--- config.mk ---
export PLATFORM = sky130hd
export DESIGN_NAME = scheduled_note_off_table_top
export DESIGN_NICKNAME = d
export VERILOG_FILES = /design/src/rtl/core/snot_pkg.sv /design/src/rtl/core/scheduled_note_off_table_top.sv /design/src/rtl/core/snot_cell.sv
export SDC_FILE = /design/constraint.sdc
export NUM_CORES = 1
export LEC_CHECK = 0
export BUFFER_PORTS_ARGS = -buffer_cell sky130_fd_sc_hd__buf_2
export CORE_MARGIN = 3
export CORE_UTILIZATION = 55
export CTS_CLUSTER_SIZE = 10
export DETAILED_ROUTE_END_ITERATION = 10
export PLACE_DENSITY = 0.7
export RECOVER_POWER = 50
export SETUP_SLACK_MARGIN = 0.5
export SKIP_LAST_GASP = 1
export SYNTH_ARGS = -nofsm -noshare
export SYNTH_HDL_FRONTEND = slang
export SYNTH_SLANG_ARGS = --single-unit
--- constraint.sdc ---
create_clock -name clock -period 45.4 [get_ports clock]
set_input_delay 11.35 -clock clock [delete_from_list [all_inputs] [get_ports clock]]
set_output_delay 11.35 -clock clock [all_outputs]
set_load 0.1 [all_outputs]
--- src/rtl/core/snot_pkg.sv ---
// ----------------------------------------------------------------------------
// Scheduled note-off table package
// Shared types and constants for the note-off slot chain and its checker.
// ----------------------------------------------------------------------------
`default_nettype none

package snot_pkg;

   // Default number of slots in the chain.
   localparam int SLOT_COUNT_DEFAULT = 8;

   // Most note-off results that one tick transaction may release.
   localparam int MAX_RESULTS = 8;

   // Width of the per-transaction release counter.
   localparam int COUNT_WIDTH = $clog2(MAX_RESULTS + 1);

   // Request function codes.
   typedef enum logic {
      FUNC_SCHEDULE = 1'b0,
      FUNC_TICK     = 1'b1
   } func_type;

   // Result kind codes.
   typedef enum logic [1:0] {
      KIND_OK   = 2'd0,
      KIND_FULL = 2'd1,
      KIND_DUE  = 2'd2
   } kind_type;

   // One request transaction.
   typedef struct packed {
      func_type    func;
      logic [31:0] now_ms;
      logic [6:0]  note_in;
      logic [6:0]  program_in;
      logic [30:0] hold_ms;
   } req_type;

   // One result transaction.
   typedef struct packed {
      kind_type   kind;
      logic [6:0] note_out;
      logic [6:0] program_out;
      logic       last;
   } rsp_type;

   // Token that walks the slot chain, one cell per cycle.
   typedef struct packed {
      logic                   active;
      func_type               func;
      logic [31:0]            now_ms;
      logic [6:0]             note;
      logic [6:0]             prog;
      logic [31:0]            deadline;
      logic                   placed;
      logic [COUNT_WIDTH-1:0] count;
   } token_type;

   // Release report from one cell; fields are zero when nothing is released.
   typedef struct packed {
      logic       hit;
      logic [6:0] note;
      logic [6:0] prog;
   } hit_type;

endpackage

`default_nettype wire

--- src/rtl/core/scheduled_note_off_table_top.sv ---
// ----------------------------------------------------------------------------
// Scheduled note-off table
// A chain of slot cells holding pending note-off events with deadlines.
// ----------------------------------------------------------------------------
// Usage:
// A request transaction is taken when start is high and busy is low. A
// schedule request stores note, program and now_ms + hold_ms in the lowest
// free slot and answers with one result, kind ok or full, with last set.
// A tick request releases every occupied slot whose deadline has been
// reached (now minus deadline, as signed 32 bits, not negative), at most
// MAX_RESULTS per tick, and answers with one due result per released slot
// in slot order, the final one marked last. A tick with nothing due gives
// no result.
// Each result is shown for one cycle with rsp_strobe high; the receiver
// cannot stall, so results are never held back.
// Timing: a token walks the chain one cell per cycle, so busy stays high
// while the token is in the head register and the cells, and falls as it
// leaves the last cell; a new request is taken only once busy is low. Each
// due result is held back until the next release or the token's exit, one
// per cycle at most; the final result appears in the cycle in which busy falls.
// Reset clears all slots to free and drops any transaction in flight.
// ----------------------------------------------------------------------------
`default_nettype none

module scheduled_note_off_table_top #(
   parameter int SLOT_COUNT = snot_pkg::SLOT_COUNT_DEFAULT
) (
   input  wire                clock,
   input  wire                reset,
   input  wire                start,
   output logic               busy,
   input  snot_pkg::req_type  req_data,
   output logic               rsp_strobe,
   output snot_pkg::rsp_type  rsp_data
);

   snot_pkg::token_type tok [SLOT_COUNT+1];
   snot_pkg::hit_type   hits [SLOT_COUNT];
   snot_pkg::hit_type   hit_any;

   logic                busy_ff;
   logic                busy_in;
   snot_pkg::token_type head_ff;
   snot_pkg::token_type head_in;
   logic                pend_valid_ff;
   logic                pend_valid_in;
   snot_pkg::hit_type   pend_ff;
   snot_pkg::hit_type   pend_in;
   logic                rsp_strobe_ff;
   logic                rsp_strobe_in;
   snot_pkg::rsp_type   rsp_ff;
   snot_pkg::rsp_type   rsp_in;
   logic                accept;
   logic                token_exit;

   // The slot chain.
   assign tok[0] = head_ff;

   for (genvar i = 0; i < SLOT_COUNT; i++) begin : g_cell
      snot_cell u_cell (
         .clock     (clock),
         .reset     (reset),
         .token_in  (tok[i]),
         .token_out (tok[i+1]),
         .hit_out   (hits[i])
      );
   end

   // Only the cell holding the token can report, so the reports are ORed.
   always_comb begin
      hit_any = '0;
      for (int i = 0; i < SLOT_COUNT; i++) begin
         hit_any = hit_any | hits[i];
      end
   end

   assign accept     = start && !busy_ff;
   assign token_exit = tok[SLOT_COUNT].active;

   // Sequencing: launch the token, hold one release back to mark the last.
   always_comb begin
      busy_in       = busy_ff;
      head_in       = head_ff;
      head_in.active = 1'b0;
      pend_valid_in = pend_valid_ff;
      pend_in       = pend_ff;
      rsp_strobe_in = 1'b0;
      rsp_in        = rsp_ff;

      if (accept) begin
         busy_in          = 1'b1;
         head_in.active   = 1'b1;
         head_in.func     = req_data.func;
         head_in.now_ms   = req_data.now_ms;
         head_in.note     = req_data.note_in;
         head_in.prog     = req_data.program_in;
         head_in.deadline = req_data.now_ms + {1'b0, req_data.hold_ms};
         head_in.placed   = 1'b0;
         head_in.count    = '0;
      end

      // A new release pushes out the one held before it.
      if (hit_any.hit) begin
         if (pend_valid_ff) begin
            rsp_strobe_in      = 1'b1;
            rsp_in.kind        = snot_pkg::KIND_DUE;
            rsp_in.note_out    = pend_ff.note;
            rsp_in.program_out = pend_ff.prog;
            rsp_in.last        = 1'b0;
         end
         pend_in       = hit_any;
         pend_valid_in = 1'b1;
      end

      // Token has left the chain: close the transaction.
      if (token_exit) begin
         busy_in = 1'b0;
         if (tok[SLOT_COUNT].func == snot_pkg::FUNC_SCHEDULE) begin
            rsp_strobe_in      = 1'b1;
            rsp_in.kind        = tok[SLOT_COUNT].placed ? snot_pkg::KIND_OK
                                                        : snot_pkg::KIND_FULL;
            rsp_in.note_out    = 7'd0;
            rsp_in.program_out = 7'd0;
            rsp_in.last        = 1'b1;
         end else if (pend_valid_ff) begin
            rsp_strobe_in      = 1'b1;
            rsp_in.kind        = snot_pkg::KIND_DUE;
            rsp_in.note_out    = pend_ff.note;
            rsp_in.program_out = pend_ff.prog;
            rsp_in.last        = 1'b1;
            pend_valid_in      = 1'b0;
         end
      end
   end

   // Control registers.
   always_ff @(posedge clock) begin
      if (reset) begin
         busy_ff        <= 1'b0;
         head_ff.active <= 1'b0;
         pend_valid_ff  <= 1'b0;
         rsp_strobe_ff  <= 1'b0;
      end else begin
         busy_ff       <= busy_in;
         head_ff       <= head_in;
         pend_valid_ff <= pend_valid_in;
         rsp_strobe_ff <= rsp_strobe_in;
      end
   end

   // Payload registers.
   always_ff @(posedge clock) begin
      pend_ff <= pend_in;
      rsp_ff  <= rsp_in;
   end

   assign busy       = busy_ff;
   assign rsp_strobe = rsp_strobe_ff;
   assign rsp_data   = rsp_ff;

endmodule

`default_nettype wire

--- src/rtl/core/snot_cell.sv ---
// ----------------------------------------------------------------------------
// Note-off slot cell
// Holds one pending note-off event and hands the walking token to the next
// cell. Takes a scheduled event when free, releases it on a due tick.
// ----------------------------------------------------------------------------
`default_nettype none

module snot_cell (
   input  wire                  clock,
   input  wire                  reset,
   input  snot_pkg::token_type  token_in,
   output snot_pkg::token_type  token_out,
   output snot_pkg::hit_type    hit_out
);

   logic                valid_ff;
   logic                valid_in;
   logic [6:0]          note_ff;
   logic [6:0]          program_ff;
   logic [31:0]         deadline_ff;
   snot_pkg::token_type token_ff;
   snot_pkg::token_type token_in_mod;
   logic [31:0]         diff;
   logic                store;
   logic                due;

   // Decide whether this cell takes the event or releases its own.
   always_comb begin
      diff  = token_in.now_ms - deadline_ff;
      store = token_in.active && (token_in.func == snot_pkg::FUNC_SCHEDULE) &&
              !valid_ff && !token_in.placed;
      due   = token_in.active && (token_in.func == snot_pkg::FUNC_TICK) &&
              valid_ff && !diff[31] &&
              (token_in.count < snot_pkg::COUNT_WIDTH'(snot_pkg::MAX_RESULTS));

      valid_in = valid_ff;
      if (store) begin
         valid_in = 1'b1;
      end else if (due) begin
         valid_in = 1'b0;
      end

      token_in_mod        = token_in;
      token_in_mod.placed = token_in.placed | store;
      if (due) begin
         token_in_mod.count = token_in.count + snot_pkg::COUNT_WIDTH'(1);
      end

      hit_out.hit  = due;
      hit_out.note = due ? note_ff : 7'd0;
      hit_out.prog = due ? program_ff : 7'd0;
   end

   // Control state: slot occupancy and token presence.
   always_ff @(posedge clock) begin
      if (reset) begin
         valid_ff        <= 1'b0;
         token_ff.active <= 1'b0;
      end else begin
         valid_ff <= valid_in;
         token_ff <= token_in_mod;
      end
   end

   // Slot payload, written only when an event is stored here.
   always_ff @(posedge clock) begin
      if (store) begin
         note_ff     <= token_in.note;
         program_ff  <= token_in.prog;
         deadline_ff <= token_in.deadline;
      end
   end

   assign token_out = token_ff;

endmodule

`default_nettype wire

==> results.py <==
metrics = {
    "status": {
        "outcome": "finished, violations left",
        "violations": "capacitance limit, slew limit",
    },
    "route": {
        "wl_um": 68900,
        "postRouteAntennaNets": 0,
        "drt_iter0_drc": 1511,
        "drtPass1Iterations": 5,
        "viasPerCell": 5.46,
        "via_count": 19900,
        "routedWlPerCell_um": 18.9,
        "route.detailed.drc": 0,
    },
    "final_layout": {
        "drive_gt1_share_pct": 10.4,
        "final_cells": 3644,
        "syn_to_final_growth_pct": 12.2,
        "fin_nets": 2990,
        "utilization_pct": 62.5,
        "fill_cells": 5120,
        "ff_latch_area_mm2": 0.0322,
        "multi_input_area_mm2": 0.00824,
        "num_antenna_cells": 0,
        "fin_area_mm2": 0.0466,
    },
    "clock_network": {
        "ctsHoldBuffers": 0,
        "cts_setup_buffers": 0,
        "clock_sinks": 1079,
        "clk_path_buf_depth": 3,
        "worstSkewPairLatency_ns": 0.68,
        "cts_root_buf": "clkbuf_16",
        "path_clk_slew_ns": 0.06,
        "cts_resized": 0,
        "cts_htree_levels": 3,
        "cts_tree": "built",
        "numCtsBuffers": 118,
    },
    "logic_synthesis": {
        "syn_area_mm2": 0.0415,
        "synth_area_per_cell_um2": 17.3,
        "dominantRegCellSynth": "edfxtp_1",
        "yosysSeqAreaShare_pct": 77.5,
        "yosysMostFrequentCell": "edfxtp_1",
        "synthTopCellsByArea": "edfxtp_1 (77%), ha_1 (8.3%), inv_1 (2.5%)",
        "synthCells": 2407,
        "synth-edff-count": 1059,
        "yosysUniqueCellTypes": 66,
        "synth.net_count": 2764,
        "synth_top_area_share_pct": 76.6,
        "synth_async_sr_flop_share_pct": 0,
        "synth-seq-cells": 1079,
        "ys_warn_count": 0,
        "synth_common_cells": "edfxtp_1 (1059), inv_1 (278), ha_1 (275)",
        "synth_top_area_cell": "edfxtp_1",
    },
    "timing": {
        "rsz0062_at_grt": "false",
        "slew_violations": 189,
        "min_period_ns": 14.12,
        "setup_tns_ns": 0,
        "finalSetupViolCount": 0,
        "slew_headroom_pct": -116,
        "post-route-period-util_pct": 31.1,
        "setup_ws_ns": 31.28,
        "finalHoldViolCount": 0,
        "hold_ws_ns": 0.413,
        "fin_skew_ns": 0.0357,
        "tightest_slew_ns": 3.25,
        "clock.fmax_mhz": 70.8,
    },
    "pwr": {
        "peakVddDrop_v": 0.0000338,
        "leakagePower_nw": 17.7,
        "cellPowerDensity_mw_per_mm2": 43.7,
        "finalPower_mw": 2.04,
    },
    "worst_setup_path": {
        "critPathSlowestCell": "a2111oi_0",
        "cp-end-kind": "register",
        "reg2regPathDepth": 11,
        "start_kind": "primary input",
        "crit_path_cell_trace": "buf_2 -> ha_1 -> a211oi_1 -> o21ai_0 -> a211oi_1 -> o31a_1 -> nand2b_1 -> a31o_2 -> a2111oi_0 -> o21bai_1 -> a21oi_1 -> xnor2_1",
        "reg2reg_slack_ns": 40.70,
        "cp.arrival_ns": 14.52,
        "critPathKind": "primary input to register",
        "cpLargestDelayFamily": "compound AO/OA/AOI/OAI gates",
        "rr_startpoint": "g_cell[4].u_cell.token_out[64]",
        "path_buf_inv": 1,
        "crit_path_frequent_cell": "a211oi_1",
        "worstPathRequired_ns": 45.81,
        "cp_max_fo": 4,
        "rr_endpoint": "pend_ff[1]",
        "critPathMaxStageDelay_ns": 0.60,
    },
    "place": {
        "dp_slack_ns": 30.71,
        "hpwl_um": 46300,
        "io_buffers": 99,
        "postPlaceCellArea_mm2": 0.0434,
        "place.gp.congestion": 0.921,
        "placedCellCount": 3482,
    },
    "floorplan": {
        "io_pins": 100,
        "dieArea_mm2": 0.0789,
        "rows": 100,
        "start_util_pct": 55.7,
        "die_h_um": 281,
        "die_w_um": 281,
        "design.core.area_mm2": 0.0746,
    },
    "min_path": {
        "hold_class": "register to register",
        "holdCritStartpoint": "g_cell[6].u_cell.token_out[35]",
        "hold_depth": 0,
        "holdPathEnd": "g_cell[7].u_cell.deadline_ff[30]",
    },
    "global_route": {
        "grt_pass1_wl_um": 111000,
        "grt_antenna_before_repair": 0,
        "track_usage_pct": 17.8,
        "grt_pass1_vias": 20600,
        "overflow": 0,
        "grt_max_degree": 141,
    },
    "job": {
        "drv_cap": 6,
    },
}
-- power breakdown --
group          switching, mW  total [mW]  internal (mW)
combinational         0.0424      0.0679         0.0254
sequential            0.0189        1.16           1.14
clock                  0.345       0.814          0.469
-- registers in the layout, indices dropped and copies added (netlist names), named ones only --
name / flops
g_cell.u_cell.token_out: 589
g_cell.u_cell.deadline_ff: 256
head_ff: 80
g_cell.u_cell.note_ff: 56
g_cell.u_cell.program_ff: 56
pend_ff: 14
g_cell.u_cell.valid_ff: 8
busy: 1
pend_valid_ff: 1
rsp_strobe: 1
-- kinds of logic after synthesis --
| family | Yosys count | share of synthesized area [%] |
|---|---|---|
| fa+ha+maj | 276 | 8.33 |
| mux | 21 | 0.527 |
| xor+xnor | 42 | 0.886 |
| simple gates | 338 | 4.36 |
| flops | 1079 | 77.5 |
| buf+inv | 295 | 2.68 |
| compound gates | 356 | 5.68 |
-- metal layers --
metal,global-route usage [%],part of all wire (%),up-vias
met4,6.31,2.7,0
met1,24.9,45,9700
li1,-,-,9559
met5,0,0,-
met3,2.67,4.6,120
met2,29.1,48,522
-- cell usage in the layout (no fill, tap or decap), drive strengths merged, types with 8 or more instances in the layout --
| cell type | count |
|---|---|
| mux2i | 17 |
| clkbuf | 156 |
| nor2b | 27 |
| nor3 | 33 |
| a21oi | 107 |
| o211ai | 9 |
| a222oi | 14 |
| ha | 275 |
| nand3 | 34 |
| nand2b | 25 |
| buf | 119 |
| nor4 | 8 |
| edfxtp | 1059 |
| dfxtp | 20 |
| nor2 | 81 |
| xor2 | 14 |
| a21o | 76 |
| a211oi | 14 |
| nand2 | 60 |
| xnor2 | 28 |
| o21a | 11 |
| o21ai | 57 |
| inv | 283 |
| nand4 | 34 |
| a22oi | 16 |
| a221oi | 17 |
-- how the worst max path moves through the flow --
| stage | to | depth (start not counted) | start | slack [ns] |
|---|---|---|---|---|
| 2_1_floorplan | rsp_strobe | 3 | reset | 20.95 |
| 4_1_cts | g_cell[5].u_cell.token_out[62] | 4 | reset | 31.44 |
| 3_3_place_gp | g_cell[4].u_cell.token_out[51] | 4 | reset | 30.82 |
| 5_1_grt | head_ff[36] | 12 | req_data[1] | 31.13 |
| 6_report | head_ff[36] | 12 | req_data[1] | 31.28 |
| 3_5_place_dp | g_cell[5].u_cell.token_out[53] | 4 | reset | 30.71 |
-- area by class of cell --
type / count / share of cell area (%)
Tap cell: 969 / 2.60
Inverter: 279 / 2.26
Clock buffer: 153 / 6.62
Timing Repair Buffer: 122 / 1.41
Sequential cell: 1079 / 69.1
Clock inverter: 9 / 0.330
Multi-Input combinational cell: 1033 / 17.7
(Power assumes the default switching activity.)
